### config.mk
export PLATFORM = sky130hd
export DESIGN_NAME = ugqi_divstep
export DESIGN_NICKNAME = d
export VERILOG_FILES = /design/src/ugqi_pkg.sv /design/src/ugqi_divstep.sv
export SDC_FILE = /design/constraint.sdc
export NUM_CORES = 1
export LEC_CHECK = 0
export BUFFER_PORTS_ARGS = -buffer_cell sky130_fd_sc_hd__buf_2
export CAP_MARGIN = 0
export CELL_PAD_IN_SITES_DETAIL_PLACEMENT = 1
export CELL_PAD_IN_SITES_GLOBAL_PLACEMENT = 1
export CORE_UTILIZATION = 28
export DETAILED_ROUTE_END_ITERATION = 16
export PLACE_DENSITY = 0.81
export SYNTH_ARGS = -nofsm -noshare
export SYNTH_HDL_FRONTEND = slang
export SYNTH_SLANG_ARGS = --single-unit
### constraint.sdc
create_clock -name vclk -period 2.3
set_input_delay 0.23 -clock vclk [all_inputs]
set_output_delay 0.23 -clock vclk [all_outputs]
set_load 0.005 [all_outputs]
### src/ugqi_pkg.sv
// Shared constants and types for the uniform grid quadratic interpolator.
package ugqi_pkg;

   localparam int TABLE_DEPTH_DEFAULT = 256;
   localparam int RATIO_BITS          = 16;
   localparam int VALUE_WIDTH         = 32;
   localparam int STEP_WIDTH          = 31;
   localparam int COUNT_WIDTH         = 9;
   localparam int MUL_A_WIDTH         = 35;
   localparam int MUL_B_WIDTH         = 20;
   localparam int MUL_P_WIDTH         = MUL_A_WIDTH + MUL_B_WIDTH;

   localparam logic [1:0] FUNC_WRITE = 2'd0;
   localparam logic [1:0] FUNC_FILL  = 2'd1;
   localparam logic [1:0] FUNC_EVAL  = 2'd2;

   localparam logic [1:0] CSR_GRID_START  = 2'd0;
   localparam logic [1:0] CSR_GRID_STEP   = 2'd1;
   localparam logic [1:0] CSR_POINT_COUNT = 2'd2;

   localparam logic signed [VALUE_WIDTH-1:0] START_RESET = '0;
   localparam logic [STEP_WIDTH-1:0]         STEP_RESET  = 31'd65536;
   localparam logic [COUNT_WIDTH-1:0]        COUNT_RESET = 9'd256;

   typedef logic signed [VALUE_WIDTH-1:0] value_type;

   typedef struct packed {
      logic                   we;
      logic [VALUE_WIDTH-1:0] wdata;
   } table_wr_type;

endpackage

### src/ugqi_divstep.sv
// One restoring division step shared by the index and ratio divisions.
module ugqi_divstep (
   input  logic [31:0]                        rem_in,
   input  logic                               bit_in,
   input  logic [ugqi_pkg::STEP_WIDTH-1:0]    divisor,
   output logic [31:0]                        rem_out,
   output logic                               qbit
);
   logic [32:0] trial;
   logic [32:0] diff;

   always_comb begin
      trial   = {rem_in, bit_in};
      diff    = trial - 33'(divisor);
      qbit    = (trial >= 33'(divisor));
      rem_out = qbit ? diff[31:0] : trial[31:0];
   end
endmodule

-- Word-level counts from Yosys, hierarchy flattened
Index checks and enable logic that the tools add are counted.
- add/subtract/negate cells: 1
- $lt $le $gt $ge: 1
- mux-type cells: 1
- operators by type and width (kind ; number):
    $ge 33x31->1 ; 1
    $mux 32 ; 1
    $sub 32x31->32 ; 1
- bits in registers: 0
- input bits: 64

-- Depth between registers and ports, before layout
- depth after elaboration: 2
- depth in mapped cells: 12

-- Worst setup path before layout
Ideal clock, no wire load.
- kind: input -> output
- start: input port bit_in
- end: output port rem_out[30]
- arrival time: 2.271 ns
- data required time: 2.070 ns
- slack: -0.201 ns
- stages: 10
- path buffers: 0
- path through: inv_1 -> ha_1 -> fa_1 -> and2b_1 -> o2111ai_2 -> a2111oi_0 -> nor3_1 -> a21oi_2 -> mux2i_1 -> mux2_4
- word-level cells in the longest chain between the ends: 2
- elaborated cells between the ends (all ways): 3
- those cells by class: 1 x add/sub; 1 x order compare; 1 x mux
- RTL lines (what ; RTL line ; source):
    start, declared ; ugqi_divstep.sv:4 ; input logic bit_in,
    $sub 32x31->32 or $ge 33x31->1 (tied branches) ; ugqi_divstep.sv:14, ugqi_divstep.sv:15 ;
    $mux 32 * ; ugqi_divstep.sv:16 ; rem_out = qbit ? diff[31:0] : trial[31:0];
    end, declared ; ugqi_divstep.sv:6 ; output logic [31:0] rem_out,
Mark *: on every way between the ends. The rest lies on a longest branch, timed or not.

-- Worst setup path in the final report
Ends and elaborated chain as after synthesis.

==> results.ini <==
[cts]
cts_hold_buf = 0

[yosys]
ys_seq_area_share_pct = 0
synth_nets = 469
synth_compound_area_share_pct = 35.4
synth_top_family_by_area = compound AO/OA/AOI/OAI gates
synthAdderAreaFrac_pct = 16.4
ys_types = 56
synth_simple_gate_area_share_pct = 20.8
synthCells = 373
ys_warn_count = 0
avgSynthCellArea_um2 = 6.68
synthMuxAreaShare_pct = 4.62
synthXorXnorAreaFrac_pct = 10.5
syn_area_um2 = 2490

[sta]
fin_ws_ps = -612
tightest_slew_ps = 440
rsz0062_at_grt = yes
timing.final.crit_share_pct = 127
setup_tns_ps = -13900
max_slew_margin_pct = 70.3
slew_violations = 0
fmax_ghz = 0.343
finalSetupViolations = 33
hold_viol_final = 0
min_period_ps = 2910

[min_path]
hold_class = input port to output pin

[die]
core_area_um2 = 8680
chipWidth_um = 96.3
start_util_pct = 28.7
io_pins = 97
dieArea_um2 = 9280
die_h_um = 96.3
num_rows = 34

[final_layout]
final_nets = 700
final_util_pct = 60.2
mostFrequentLayoutCells = 132 x buf_4, 80 x buf_2, 32 x inv_1
area_growth_pct = 110
regArea_um2 = 0
fillers = 1041
diodes = 0
clkbuf_count = 0
multi_input_area_um2 = 2970
final_common_cell = buf_4
drive_above_1_share_pct = 64.8
design.seq.count = 0

[flow_run]
max_cap_viol_count = 0

[run_status]
status = finished with violations
violations = setup timing

[route]
drtPass1Iterations = 4
wire_per_inst_um = 23.2
vias = 4022
wirelength_um = 16500
vias_per_cell = 5.66
drt_iter0_drc = 146
drc = 0
ant_nets = 0

[power]
p_total_w = 0.00185
p_seq_share_pct = 0
swShare_pct = 48.3
internal_power_w = 0.000956
vdd_drop_max_mv = 0.145
p_leak_nw = 2.39
power_frac_clock_pct = 0
switchingPower_w = 0.000894
power_density_nw_per_um2 = 354
combPwrFrac_pct = 100.0

[placement]
io_buffer_count = 97
dp_slack_ps = -579
dpl.hpwl_um = 8520
place_congestion = 0.853

[grt]
grt_use_total_pct = 30.0
grt_max_degree = 8
grt_pass1_vias = 4180
grt_pass1_wl_um = 21300
gr-total-overflow = 0
antenna_found_initial = 0

[critical_path]
path_class = input port to output pin
cp_data_arrival_time_ps = 2680
cpPeakStageDelay_ps = 380
critical_path.slowest_cell = a2111oi_4
required_ps = 2070
cp-end-kind = output pin
crit_fanout = 4
crit_path_start_kind = input port
path_cells = buf_8 > inv_8 > ha_4 > fa_2 > and2b_2 > o2111ai_4 > a2111oi_4 > nor3_2 > a21oi_2 > mux2i_1 > mux2_4 > buf_6

[synth_stat cells (3+ instances only)]
cell type,count,area share (%)
inv_1,39,5.9
o21a_1,9,2.7
o211ai_1,3,0.90
o21bai_1,5,1.5
a31oi_1,3,0.75
nand2_1,29,4.4
xor2_1,7,2.5
a21oi_2,12,4.2
nor2_2,3,0.75
a211oi_1,3,0.90
nand3_1,4,0.80
ha_1,31,16
o21ai_0,17,3.4
buf_2,13,2.6
a21o_1,6,1.8
xnor2_1,23,8.1
buf_6,4,1.8
mux2_4,7,4.2
clkbuf_1,3,0.45
nor3_1,5,1.0
a21oi_1,49,9.8
nand4_1,15,3.8
nor2_1,45,6.8
[metal layers]
layer	wire length (µm)	vias up	track usage [%]
met5	0	-	0
met4	1020	0	15.2
met3	751	85	2.05
met2	8570	202	56.8
met1	6130	1950	33.4
li1	-	1785	-
[cells by family (layout without fill, tap and decap cells)]
group / after synthesis / count (layout)
XOR/XNOR: 30 / 30
buffers and inverters: 62 / 291
AO/OA/AOI/OAI: 128 / 128
multiplexers: 8 / 8
AND/OR/NAND/NOR: 113 / 113
adder cells (fa/ha/maj): 32 / 32
[through the flow]
| step | instance area (µm²) | cells | hold WS, ps |
|---|---|---|---|
| after floorplan | 2610 | 373 | 520 |
| final | 5230 | 710 | 759 |
| after detailed placement | 3910 | 664 | 739 |
| after global placement | 3910 | 664 | 730 |
| after CTS | 4740 | 691 | 730 |
| after global routing | 5230 | 710 | 771 |
[area by class of cell]
type,count,share of cell area [%]
tap,108,2.59
timing repair buffer,252,37.5
inverter,39,3.09
multi-input combinational,311,56.9
[critical path, delay by kind of cell]
family	cells	cell delay, ps
adders and majority gates	2	530
and+or+nand+nor	2	410
AOI/OAI and AO/OA	3	880
muxes	2	390
buffers and inverters	3	240
[power groups by stage]
stage	Sequential (W)	Clock, W	Combinational [W]
2_1_floorplan	0	0	0.000699
3_3_place_gp	0	0	0.00122
3_5_place_dp	0	0	0.00127
4_1_cts	0	0	0.00153
5_1_grt	0	0	0.00194
6_report	0	0	0.00185
[repair_timing]
| item | CTS | global route |
|---|---|---|
| setup endpoints to repair | 33 | 33 |
| cloned | 6 | 0 |
| buffers inserted | 22 | 22 |
| gates resized for setup | 111 | 81 |
| pin swaps | 26 | 36 |
[worst paths after layout]
check | startpoint | to | slack (ps) | depth (start not counted)
hold / removal | rem_in[10] | rem_out[11] | 760 | 3
setup / recovery | bit_in | rem_out[30] | -610 | 12
No activity file was read; power rests on OpenSTA's default activity.
