[config.mk]
export PLATFORM = sky130hd
export DESIGN_NAME = ugqi_mult
export DESIGN_NICKNAME = d
export VERILOG_FILES = /design/src/ugqi_pkg.sv /design/src/ugqi_mult.sv
export SDC_FILE = /design/constraint.sdc
export NUM_CORES = 2
export LEC_CHECK = 0
export ABC_AREA = 1
export BUFFER_PORTS_ARGS = -buffer_cell sky130_fd_sc_hd__buf_2
export CORE_MARGIN = 2
export CORE_UTILIZATION = 30
export CTS_CLUSTER_SIZE = 25
export DETAILED_ROUTE_END_ITERATION = 6
export GPL_TIMING_DRIVEN = 0
export PLACE_DENSITY = 0.45
export SYNTH_ARGS = -nofsm -noshare
export SYNTH_HDL_FRONTEND = slang
export SYNTH_SLANG_ARGS = --single-unit
[constraint.sdc]
create_clock -name clock -period 8.1 [get_ports clock]
set_input_delay 1.215 -clock clock [delete_from_list [all_inputs] [get_ports clock]]
set_output_delay 1.215 -clock clock [all_outputs]
set_load 0.03 [all_outputs]
[src/ugqi_pkg.sv]
// Shared constants and types for the uniform grid quadratic interpolator.
package ugqi_pkg;

   localparam int TABLE_DEPTH_DEFAULT = 256;
   localparam int RATIO_BITS          = 16;
   localparam int VALUE_WIDTH         = 32;
   localparam int STEP_WIDTH          = 31;
   localparam int COUNT_WIDTH         = 9;
   localparam int MUL_A_WIDTH         = 35;
   localparam int MUL_B_WIDTH         = 20;
   localparam int MUL_P_WIDTH         = MUL_A_WIDTH + MUL_B_WIDTH;

   localparam logic [1:0] FUNC_WRITE = 2'd0;
   localparam logic [1:0] FUNC_FILL  = 2'd1;
   localparam logic [1:0] FUNC_EVAL  = 2'd2;

   localparam logic [1:0] CSR_GRID_START  = 2'd0;
   localparam logic [1:0] CSR_GRID_STEP   = 2'd1;
   localparam logic [1:0] CSR_POINT_COUNT = 2'd2;

   localparam logic signed [VALUE_WIDTH-1:0] START_RESET = '0;
   localparam logic [STEP_WIDTH-1:0]         STEP_RESET  = 31'd65536;
   localparam logic [COUNT_WIDTH-1:0]        COUNT_RESET = 9'd256;

   typedef logic signed [VALUE_WIDTH-1:0] value_type;

   typedef struct packed {
      logic                   we;
      logic [VALUE_WIDTH-1:0] wdata;
   } table_wr_type;

endpackage

[src/ugqi_mult.sv]
// Shared signed multiplier with a registered product.
module ugqi_mult (
   input  logic                                       clock,
   input  logic signed [ugqi_pkg::MUL_A_WIDTH-1:0]    mul_a,
   input  logic signed [ugqi_pkg::MUL_B_WIDTH-1:0]    mul_b,
   output logic signed [ugqi_pkg::MUL_P_WIDTH-1:0]    prod_ff
);
   logic signed [ugqi_pkg::MUL_P_WIDTH-1:0] prod_in;

   assign prod_in = ugqi_pkg::MUL_P_WIDTH'(mul_a) * ugqi_pkg::MUL_P_WIDTH'(mul_b);

   always_ff @(posedge clock) begin
      prod_ff <= prod_in;
   end
endmodule

After elaboration in Yosys (flattened, before gate mapping):

Cells that the tools add are included.

* output and inout port bits: 55
* register bits after elaboration: 55
* input bits: 56
* bits in read-only memories: 0
* latch bits: 0
* word-level logic and storage cells: 2
* bits in writable memories: 0
* memories kept: 0

* multiply operators: 1
* reduce and logical (&&, ||, !) cells: 0
* multiplexer cells: 0
* divide/modulo/power cells: 0
* $lt $le $gt $ge: 0
* bitwise gates (word level): 0
* shift-type cells: 0
* add/sub/neg operators: 0
* eq/ne operators: 0

Operators with widths (number)
* $mul 35x20->55: 1

Depth between registers and ports, before layout:

* depth after elaboration: 1
* depth in mapped cells: 30
* depth with buffers taken out: 28

Worst setup path before layout:

No wires, ideal clock.

* path type: in2reg
* start: in mul_b[6] in the netlist's numbering
* end: reg prod_ff[54] in the netlist's numbering
* slack: 0.965 ns
* cell stages on the path: 24
* data arrival time: 7.023 ns
* cell sequence: clkbuf_1 -> clkbuf_1 -> nand2_1 -> fa_1 -> inv_1 -> fa_1 -> fa_1 -> fa_1 -> inv_1 -> fa_1 -> inv_1 -> fa_1 -> inv_1 -> fa_1 -> inv_1 -> ha_1 -> nand2_1 -> nor2_1 -> nand2_1 -> nor2_1 -> and2_1 -> nand2_1 -> nand3_1 -> nand2_1

* cells in the longest elaborated chain, start to end: 1

RTL lines
* start: declaration: RTL line ugqi_mult.sv:5 `input logic signed [ugqi_pkg::MUL_B_WIDTH-1:0] mul_b,`
* $mul 35x20->55: RTL line ugqi_mult.sv:10 `assign prod_in = ugqi_pkg::MUL_P_WIDTH'(mul_a) * ugqi_pkg::MUL_P_WIDTH'(mul_b);`
* net prod_in (one bit): RTL line ugqi_mult.sv:8 `logic signed [ugqi_pkg::MUL_P_WIDTH-1:0] prod_in;`
* end signal: assignment: RTL line ugqi_mult.sv:13 `prod_ff <= prod_in;`
* end: declaration: RTL line ugqi_mult.sv:6 `output logic signed [ugqi_pkg::MUL_P_WIDTH-1:0] prod_ff`

The timed path passes the listed nets, and every way through them passes these cells.

Worst setup path in the final report:

* start: in mul_b[5] in the netlist's numbering
* end: reg prod_ff[54] in the netlist's numbering

The elaborated chain is that of the path after synthesis.

==> results.cfg <==
[clocking]
clk_pin_slew_ps = 70
numCtsBuffers = 5
cts_sinks = 55
htree_levels = 2
cts_buffer_depth = 2
root_buffer = clkbuf_16
tritoncts = done

[synthesis]
synth_area_leaders = fa_1, inv_1, nand2_1, ha_1, dfxtp_1
ys_ff_latch = 55
syn-instance-count = 3811
synth_edf_count = 0
avgSynthCellArea_um2 = 7.39
ys_seq_area_frac = 0.0391
yosysTopAreaCell = fa_1
synth_top_area_share = 0.490
synth.distinct_cells = 34
async_reset_ff_frac = 0
yosysWarnings = 0
synthFlopType = dfxtp_1
synth.most_common_cell = inv_1
syn_area_um2 = 28200
syn_nets = 4694
synthTopCellsByCount = inv_1, nand2_1, fa_1

[routing]
drt_wl_total_mm = 101
drt-initial-drc-count = 1398
vias = 22498
drtPass1Iterations = 5
detail-route-antenna-nets = 0
vias_per_cell = 4.38
drc = 0
wire_per_inst_um = 19.7

[final_layout]
multi_input_area_um2 = 21500
layout.nets = 4761
final_core_util = 0.325
reg_top3 = prod_ff (55)
fillers = 10321
regMostFlops = prod_ff
layout-drive-gt1-share = 0.0415
largest_reg_flops = 55
seq_area_um2 = 1100
syn_to_final_growth_pct = 7.56

[sta]
min_period_ps = 7850
fmax_mhz = 127
tightest_slew_ps = 1040
period_share = 0.969
slew_violations = 0
relSlewSlack = 0.304
setup_viol = 0
hold_violations = 0
rsz0062_at_grt = true

[floorplan]
io_pins = 111
core_area_um2 = 93200
dieArea_um2 = 96400
rows = 112
start_util = 0.302
die_h_um = 310
dieWidth_um = 310

[critical_path]
worstSetupPathType = in2reg
cp-end-kind = flop
cp_slowest_cell = fa_1
cp.required_ps = 8290
path_cells = clkbuf_2 > clkbuf_2 > nand2_1 > fa_1 > inv_1 > fa_1 > inv_1 > fa_1 > inv_1 > fa_1 > fa_1 > fa_1 > inv_1 > fa_1 > inv_1 > ha_1 > nand2_1 > nor2_1 > nand2_1 > nor3_2 > and2_1 > nand2_1 > nand3_1 > nand2_1
cp_num_buf_inv = 7
start_kind = input port
arrival_ps = 8040
worst-path-max-fanout = 10
cpPeakStageDelay_ps = 590
crit_family = adder cells
crit_path_frequent_cell = fa_1

[placement]
dpl.hpwl_mm = 86.1
gp_congestion = 0.919
io_buffer_count = 56

[outcome]
status = finished clean

[grt]
grt_usage = 0.219
grt_remaining_overflow = 0
grt_first_pass_wirelength_mm = 153
grt_max_degree = 19
grt_pass1_vias = 24307
antenna_found_initial = 5

[run]
max-cap-violations = 0

[hold_path]
min_to = prod_ff[0]
hold_start = mul_b[0]
min_path_cells = 3
hold_class = in2reg
==> metal layers <==
layer	vias up	part of all wire	wire length (µm)	track usage
met3	113	0.060	6060	0.0235
met2	562	0.49	49100	0.384
met5	-	0	0	0
met1	11418	0.43	43100	0.291
li1	10405	-	-	-
met4	0	0.027	2730	0.0463
==> tightest hold or removal path: cells and delay by family <==
kind	cells	cell delay, ps
and+or+nand+nor	1	140
buffers and inverters	2	350
==> metrics by stage <==
step                hold WS (ps)  instance area (µm²)  setup WS, ps  setup TNS [ps]  std cells
detailed placement          1650                30000         -1040          -23100       5121
floorplan                   1500                28200           965               0       3811
finish                      1480                30300           252               0       5134
global route                1530                30300         -6.06           -6.06       5133
global placement            1650                30000         -1030          -24910       5121
CTS                         1520                30200          3.32               0       5129
==> layout make-up <==
| class | count | share of cell area |
|---|---|---|
| Clock inverter | 3 | 0.00157 |
| Clock buffer | 5 | 0.00413 |
| Buffer | 149 | 0.0205 |
| Inverter | 1349 | 0.167 |
| Antenna cell | 1 | 0.0000826 |
| Multi-Input combinational cell | 2258 | 0.708 |
| Sequential cell | 55 | 0.0363 |
| Tap cell | 1254 | 0.0518 |
| Timing Repair Buffer | 60 | 0.0102 |
==> worst max path at each step <==
stage                   from  depth (start not counted)  slack [ps]     endpoint
global placement    mul_b[6]                         22       -1030  prod_ff[53]
CTS                 mul_b[4]                         25           3  prod_ff[47]
finish              mul_b[5]                         24         250  prod_ff[54]
detailed placement  mul_b[6]                         22       -1040  prod_ff[53]
floorplan           mul_b[6]                         24         970  prod_ff[54]
global route        mul_b[9]                         23          -6  prod_ff[53]
==> repair_timing <==
| item | in CTS | in global routing |
|---|---|---|
| hold buffers | 0 | 0 |
| resized for setup | 29 | 54 |
| setup endpoints to repair | 38 | 26 |
| buffers inserted | 0 | 4 |
| pin swaps | 0 | 1 |
==> cell families after synthesis <==
logic type	share of synthesized area
buf+inv	0.200
simple gates	0.188
fa+ha+maj	0.551
compound gates	0.0110
flops	0.0391
xor+xnor	0.0112
==> placed cells by master (no fill, tap or decap), drive strengths merged <==
master,instances
a21o,1
a21oi,43
and2,7
and3,2
buf,61
bufinv,1
clkbuf,153
clkinv,2
clkinvlp,1
dfxtp,55
diode,1
fa,690
ha,137
inv,1348
nand2,1110
nand3,52
nand3b,2
nand4,18
nor2,128
nor3,7
nor3b,1
nor4,1
o21a,1
o21ai,10
o21bai,4
or2,8
xnor2,11
xor2,25
Power is left out: the tool's default activity adds up to more than one toggle a clock period on the data nets, which glitch-free logic cannot reach.
